File: src/reversible_circular_deque_assert.svh
// ============================================================================
// Assertion macros for the reversible circular deque
// Shared wrappers for concurrent assertions clocked on aclk.
// ============================================================================
`ifndef REVERSIBLE_CIRCULAR_DEQUE_ASSERT_SVH
`define REVERSIBLE_CIRCULAR_DEQUE_ASSERT_SVH

// Checked on every rising edge of aclk, disabled while aresetn is low.
`define RCD_ASSERT(lbl, prop, msg) \
    lbl: assert property (@(posedge aclk) disable iff (!aresetn) prop) else $error(msg);

// Checked on every rising edge of aclk, also during reset.
`define RCD_ASSERT_ALWAYS(lbl, prop, msg) \
    lbl: assert property (@(posedge aclk) prop) else $error(msg);

`endif

File: src/rcd_pkg.sv
// ============================================================================
// Reversible circular deque package
// Sizes, codes, command and status types and address helpers.
// ============================================================================
package rcd_pkg;

    localparam int CAPACITY = 256;
    localparam int DATA_W   = 32;

    localparam int ADDR_W = $clog2(CAPACITY);
    localparam int CNT_W  = $clog2(CAPACITY + 1);

    localparam int OPCODE_W = 4;
    localparam int VALUE_W  = 32;
    localparam int INDEX_W  = 8;
    localparam int POS_W    = 9;
    localparam int STATUS_W = 2;
    localparam int LEN_W    = 9;

    localparam int CMP_W = (CNT_W > INDEX_W) ? CNT_W : INDEX_W;

    localparam int S_TDATA_W  = 40;
    localparam int M_FIELDS_W = VALUE_W + POS_W + STATUS_W + LEN_W;
    localparam int M_TDATA_W  = 56;
    localparam int M_PAD_W    = M_TDATA_W - M_FIELDS_W;

    typedef enum logic [OPCODE_W-1:0] {
        OP_PUSH_BACK  = 4'd0,
        OP_PUSH_FRONT = 4'd1,
        OP_POP_BACK   = 4'd2,
        OP_POP_FRONT  = 4'd3,
        OP_READ       = 4'd4,
        OP_WRITE      = 4'd5,
        OP_REVERSE    = 4'd6,
        OP_CLEAR      = 4'd7,
        OP_SEARCH     = 4'd8
    } op_t;

    typedef enum logic [STATUS_W-1:0] {
        STAT_OK        = 2'd0,
        STAT_FULL      = 2'd1,
        STAT_EMPTY     = 2'd2,
        STAT_BAD_INDEX = 2'd3
    } status_t;

    typedef enum logic [2:0] {
        ST_IDLE,
        ST_EXEC,
        ST_READ,
        ST_SEARCH,
        ST_DONE
    } state_t;

    // Commands from the controller to the datapath.
    typedef struct packed {
        logic load;
        logic exec;
        logic capture;
        logic srch_step;
        logic emit;
    } rcd_cmd_t;

    // Status from the datapath to the controller.
    typedef struct packed {
        logic needs_read;
        logic is_search;
        logic srch_done;
        logic out_busy;
    } rcd_stat_t;

    // Adds an offset of at most CAPACITY to a slot number, modulo CAPACITY.
    function automatic logic [ADDR_W-1:0] wrap_add(input logic [ADDR_W-1:0] a,
                                                   input logic [CNT_W-1:0]  b);
        logic [CNT_W:0] sum;
        sum = (CNT_W + 1)'(a) + (CNT_W + 1)'(b);
        if (sum >= (CNT_W + 1)'(CAPACITY)) begin
            sum = sum - (CNT_W + 1)'(CAPACITY);
        end
        return ADDR_W'(sum);
    endfunction

endpackage

File: src/rcd_ctrl.sv
// ============================================================================
// Deque controller
// Sequences accept, execute, read, search and result hand-off for one item.
// ============================================================================
module rcd_ctrl
    import rcd_pkg::*;
(
    input  logic      aclk,
    input  logic      aresetn,
    input  logic      s_axis_tvalid,
    output logic      s_axis_tready,
    input  rcd_stat_t stat,
    output rcd_cmd_t  cmd
);

    state_t state_reg;
    state_t state_next;

    always_ff @(posedge aclk) begin
        if (!aresetn) begin
            state_reg <= ST_IDLE;
        end else begin
            state_reg <= state_next;
        end
    end

    always_comb begin
        state_next    = state_reg;
        cmd           = '0;
        s_axis_tready = 1'b0;
        case (state_reg)
            ST_IDLE: begin
                s_axis_tready = 1'b1;
                if (s_axis_tvalid) begin
                    cmd.load   = 1'b1;
                    state_next = ST_EXEC;
                end
            end
            ST_EXEC: begin
                cmd.exec = 1'b1;
                if (stat.is_search) begin
                    state_next = ST_SEARCH;
                end else if (stat.needs_read) begin
                    state_next = ST_READ;
                end else begin
                    state_next = ST_DONE;
                end
            end
            ST_READ: begin
                cmd.capture = 1'b1;
                state_next  = ST_DONE;
            end
            ST_SEARCH: begin
                cmd.srch_step = 1'b1;
                if (stat.srch_done) begin
                    state_next = ST_DONE;
                end
            end
            ST_DONE: begin
                // Wait until the output register can take the result.
                if (!stat.out_busy) begin
                    cmd.emit   = 1'b1;
                    state_next = ST_IDLE;
                end
            end
            default: begin
                state_next = ST_IDLE;
            end
        endcase
    end

endmodule

File: config.mk
export PLATFORM = sky130hd
export DESIGN_NAME = rcd_ctrl
export DESIGN_NICKNAME = d
export VERILOG_FILES = /design/src/reversible_circular_deque_assert.svh /design/src/rcd_pkg.sv /design/src/rcd_ctrl.sv
export SDC_FILE = /design/constraint.sdc
export NUM_CORES = 1
export LEC_CHECK = 0
export BUFFER_PORTS_ARGS = -buffer_cell sky130_fd_sc_hd__buf_2
export CAP_MARGIN = 20
export CORE_AREA = 2 2 39 41
export CTS_CLUSTER_DIAMETER = 60
export DETAILED_ROUTE_END_ITERATION = 6
export DIE_AREA = 0 0 41 43
export RECOVER_POWER = 50
export SYNTH_ARGS = -nofsm -noshare
export SYNTH_HDL_FRONTEND = slang
export SYNTH_SLANG_ARGS = --single-unit
File: constraint.sdc
create_clock -name aclk -period 3.6 [get_ports aclk]
set_clock_uncertainty 0.15 [all_clocks]
set_input_delay 0.72 -clock aclk [delete_from_list [all_inputs] [get_ports aclk]]
set_output_delay 0.72 -clock aclk [all_outputs]
set_load 0.02 [all_outputs]
==> metrics.cfg, run 1 <==
[power]
switching_power_uw=54.9
finalPower_uw=160
intPower_uw=105
pwr-share-seq_pct=30.8
pwr_density_cell_nw_per_um2=483
switching_share_pct=34.4
combPwrFrac_pct=32.2
peakVddDrop_v=0.000132
pwr-share-clk_pct=37.0
leakage_nw=0.147

[clock_network]
cts.clk_slew.worst_paths_ps=40
cts_resized=0
cts_sinks=3
cts_hold_buf=0
cts_buffers=3
insertion_delay_ps=230
cts_tree=built
htreeDepth=1
cts_setup_buffers=0
clk_path_buf_depth=2
cts-root-buf=clkbuf_4

[worst_setup_path]
critPathBufInv=2
start_kind=input pin
ff2ff_setup_slack_ps=2160
cp_slowest_cell=buf_2
rr_worst_depth=3
end_kind=output pin
cp_cell_sequence=buf_2, nor2b_4, and2_2, buf_2
cp_common_cell=buf_2
arrival_ps=1230
rr_endpoint=state_reg[2]
timing.rr.start=state_reg[2]
critPathRequiredTime_ps=2730
worstPathMaxFanout=3
cp_top_family=buffers and inverters
slowest_delay_ps=150
setup.worst_path.class=in2out

[sta]
maxSlewHeadroom_pct=76.1
drv_slew=0
hold_viol=0
post-route-period-util_pct=58.2
timing_worst_slew_pin_value_ps=358
finalCriticalPeriod_ps=2100
fin_ws_ps=1500
setup_viol=0
rsz0062_at_grt=no
fin_hold_ws_ps=463
max_freq_mhz=477
finalSetupTns_ps=0

[routing]
drtPass1Iterations=4
ant_nets=0
wl_per_cell_um=10.0
via_count=251
drt_iter0_drc=1
drc=0
vias_per_cell=4.33
wirelength_um=580

[cells_and_area]
finish.utilization_pct=23.9
final_common_cell=buf_2
postLayoutCellArea_um2=330
final_cells=58
syn_to_final_growth_pct=32.7
mostFrequentLayoutCells=buf_2 (11), nor3b_1 (3), clkbuf_4 (3), dfxtp_1 (3)
antennaDiodeCount=0
nets=50
drive_above_1_share_pct=42.9
largest_reg_flops=3

[placement]
post-place-ws_ps=1500
dpl-instance-area_um2=310
gp_congestion=0.788
io_buffers=12
placed_cells=54
place_hpwl_um=414

[die]
ios=13
core_area_um2=1380
initial_core_util_pct=18.0
placementRows=14
die_h_um=43
dieArea_um2=1760
die_w_um=41

[synth]
ys_top_cells_by_area=dfxtp_1 (24%), nor3b_1 (9.0%), nand3b_1 (6.0%), nor2b_4 (5.5%), a211oi_2 (5.0%)
ys_warn_count=0
synth.distinct_cells=21
syn_area_um2=249
ys_ff_latch=3
syn_nets=36
synth_largest_area_cell=dfxtp_1
synth.avg_cell_area_um2=8.59
yosysSeqAreaShare_pct=24.1
yosysTopAreaCellShare_pct=24.1
syn_inst=29

[run]
cap_viol_max_count=0

[global_route]
grt_max_degree=13
grt_pass1_wl_um=938
grt_use_total_pct=8.23
antenna_found_initial=0
grt-ovfl-total=0
grt_pass1_vias=225

[worst_hold_path]
worst_hold_path.num_cells=1
min_from=state_reg[2]
min_to=state_reg[0]
hold_class=reg2reg

[outcome]
outcome=complete, no violations

==> power groups by stage <==
stage	registers (mW)	logic [mW]	clock network, mW
2_1_floorplan	0.0402	0.0510	0
3_3_place_gp	0.0499	0.0542	0
3_5_place_dp	0.0498	0.0545	0
4_1_cts	0.0493	0.0548	0.0623
5_1_grt	0.0512	0.0562	0.0622
6_report	0.0492	0.0514	0.0591
==> final cells by class <==
cell class	instances	area, um2
inverter	1	3.75
sequential	3	60.1
clock buffer	4	26.3
timing repair buffer	12	58.8
tap	16	20.0
fill	162	1050
multi-input combinational	22	161
==> worst register-to-register path, cell delays in order, from the launching register on <==
cell and delay [ps]:
dfxtp_1 380, nor2b_4 170, or4_4 470, a211oi_1 190
==> cells in the mapped netlist (all sizes together) <==
| cell type | count |
|---|---|
| a21oi | 2 |
| or3 | 1 |
| nor2b | 2 |
| nand3b | 2 |
| dfxtp | 3 |
| or4 | 1 |
| o21ai | 1 |
| clkbuf | 2 |
| and3b | 1 |
| a211oi | 1 |
| a311oi | 1 |
| nor3 | 2 |
| o21bai | 1 |
| nor2 | 1 |
| and2 | 2 |
| inv | 1 |
| nor3b | 3 |
| buf | 1 |
| and4b | 1 |
==> logic make-up (layout without fill, tap and decap cells) <==
logic type             after synthesis  after routing  share of synthesized area (%)
AO/OA/AOI/OAI                        6              6                           17.6
flip-flops                           3              3                           24.1
buffers and inverters                4             17                           9.04
AND/OR/NAND/NOR                     16             16                           49.2
==> layer usage <==
metal	up-vias	GRT usage (%)	wire length (um)
li1	130	-	-
met1	113	10.9	275
met2	8	9.38	274
met3	0	1.57	30
met4	0	10.0	0
met5	-	0	0
==> how the worst max path moves through the flow <==
stage          cells after the start  endpoint  slack (ps)          from
2_1_floorplan                      3    cmd[4]        1380  state_reg[1]
3_3_place_gp                       4    cmd[0]        1510       stat[0]
3_5_place_dp                       4    cmd[0]        1500       stat[0]
4_1_cts                            4    cmd[0]        1500       stat[0]
5_1_grt                            3    cmd[0]        1430  state_reg[2]
6_report                           4    cmd[0]        1500       stat[0]
Note: power is estimated with default switching activity, not from simulation.
==> inputs of run 2 (changes only) <==
==> constraint.sdc (replaced) <==
create_clock -name aclk -period 1.9 [get_ports aclk]
set_clock_uncertainty 0.15 [all_clocks]
set_input_delay 0.38 -clock aclk [delete_from_list [all_inputs] [get_ports aclk]]
set_output_delay 0.38 -clock aclk [all_outputs]
set_load 0.02 [all_outputs]
==> run 2 against run 1 <==
Against the previous run: via count is 2.8% higher; count of clock-buffer cells in the layout did not move; cell count unchanged; setup slack worse by 1300 ps; utilization unchanged; total power is 86% higher; clock power increased by 81%; flip-flop and latch count is the same; largest cell class unchanged.
==> metrics.cfg, run 2 (same netlist as run 1, synthesis figures left out) <==
[outcome]
outcome=complete, no violations  ; unchanged

[routing]
wl_per_cell_um=9.24  ; was 10.0 um
vias_per_cell=4.45  ; was 4.33
drc=0  ; unchanged
ant_nets=0  ; unchanged
drtPass1Iterations=4  ; unchanged
via_count=258  ; was 251
drt_iter0_drc=5  ; was 1
wirelength_um=536  ; was 580 um

[clock_network]
cts_hold_buf=0  ; unchanged
cts_sinks=3  ; unchanged
htreeDepth=1  ; unchanged
cts_tree=built  ; unchanged
cts-root-buf=clkbuf_4  ; unchanged
cts.clk_slew.worst_paths_ps=30  ; was 40 ps
clk_path_buf_depth=2  ; unchanged
cts_buffers=3  ; unchanged
cts_setup_buffers=0  ; unchanged
insertion_delay_ps=230  ; about the same
cts_resized=0  ; unchanged

[global_route]
grt_max_degree=13  ; unchanged
grt_use_total_pct=7.14  ; was 8.23%
grt-ovfl-total=0  ; unchanged
antenna_found_initial=0  ; unchanged
grt_pass1_vias=211  ; was 225
grt_pass1_wl_um=821  ; was 938 um

[sta]
fin_hold_ws_ps=270  ; was 463 ps
post-route-period-util_pct=90.9
maxSlewHeadroom_pct=78.6  ; was 76.1%
hold_viol=0  ; unchanged
setup_viol=0  ; unchanged
finalSetupTns_ps=0  ; unchanged
finalCriticalPeriod_ps=1730
drv_slew=0  ; unchanged
rsz0062_at_grt=no  ; unchanged
timing_worst_slew_pin_value_ps=321  ; was 358 ps
max_freq_mhz=579

[worst_setup_path]
critPathRequiredTime_ps=1370  ; was 2730 ps
worstPathMaxFanout=12  ; was 3
cp_cell_sequence=nor3_1, and2_1, buf_2  ; was buf_2, nor2b_4, and2_2, buf_2
slowest_delay_ps=390  ; was 150 ps
cp_slowest_cell=dfxtp_1  ; was buf_2
end_kind=output pin  ; unchanged
setup.worst_path.class=reg2out  ; was in2out
arrival_ps=1200  ; was 1230 ps
start_kind=register  ; was input pin

[cells_and_area]
final_common_cell=buf_2  ; unchanged
mostFrequentLayoutCells=buf_2 (11), nor3b_1 (3), clkbuf_4 (3), dfxtp_1 (3)  ; unchanged
antennaDiodeCount=0  ; unchanged
drive_above_1_share_pct=42.9  ; unchanged
nets=50  ; unchanged
largest_reg_flops=3  ; unchanged
syn_to_final_growth_pct=32.7  ; unchanged
finish.utilization_pct=23.9  ; unchanged

[die]
die_h_um=43  ; unchanged
ios=13  ; unchanged
placementRows=14  ; unchanged
die_w_um=41  ; unchanged
core_area_um2=1380  ; unchanged
initial_core_util_pct=18.0  ; unchanged
dieArea_um2=1760  ; unchanged

[placement]
gp_congestion=0.785  ; was 0.788
place_hpwl_um=421  ; was 414 um
io_buffers=12  ; unchanged

[power]
leakage_nw=0.147  ; about the same
pwr_density_cell_nw_per_um2=900  ; was 483 nW/um2
peakVddDrop_v=0.000327  ; was 0.000132 V

[run]
cap_viol_max_count=0  ; unchanged

[worst_hold_path]
hold_class=in2reg  ; was reg2reg

-- run 2: cell counts in the layout (fill, tap and decap cells not counted) --
Identical to the previous run, type by type.
-- run 2: area by class of cell --
| type | count | area [um2] |
|---|---|---|
| sequential | 3 | 60.1 |
| clock buffer | 4 | 26.3 |
| inverter | 1 | 3.75 |
| tap | 16 | 20.0 |
| fill | 153 | 1050 |
| multi-input combinational | 22 | 161 |
| timing repair buffer | 12 | 58.8 |
-- run 2: worst paths after layout --
kind                              startpoint            to  slack, ps  cells after the start
worst max-delay path            state_reg[1]        cmd[4]        170                      3
worst min-delay path                 aresetn  state_reg[2]        270                      3
worst max register to register  state_reg[2]  state_reg[2]        470                      3
worst min register to register  state_reg[2]  state_reg[0]        450                      1
-- run 2: power by group --
group | internal, mW | leakage, nW | switching (mW)
Sequential | 0.0721 | 0.0246 | 0.0198
Combinational | 0.0480 | 0.107 | 0.0502
Clock | 0.0784 | 0.0150 | 0.0288
Total | 0.199 | 0.147 | 0.0988
-- run 2: layer usage --
layer | vias to the layer above | track usage (%) | part of all wire [%]
li1 | 133 | - | -
met3 | 0 | 4.71 | 5.0
met5 | - | 0 | 0
met4 | 0 | 4.00 | 0
met1 | 117 | 9.03 | 48
met2 | 8 | 8.75 | 47
-- run 2: critical path, delay by kind of cell (launching register included) --
family / cells / cell delay, ps
simple gates: 2 / 430
flops: 1 / 390
buf+inv: 1 / 150
-- run 2: per-stage QoR --
stage	area, um2	power [mW]	instances	setup slack [ps]
finish	330	0.297	58	173
global route	330	0.326	58	76.6
CTS	337	0.310	58	161
floorplan	249	0.173	29	15.9
global placement	310	0.197	54	399
detailed placement	310	0.197	54	407
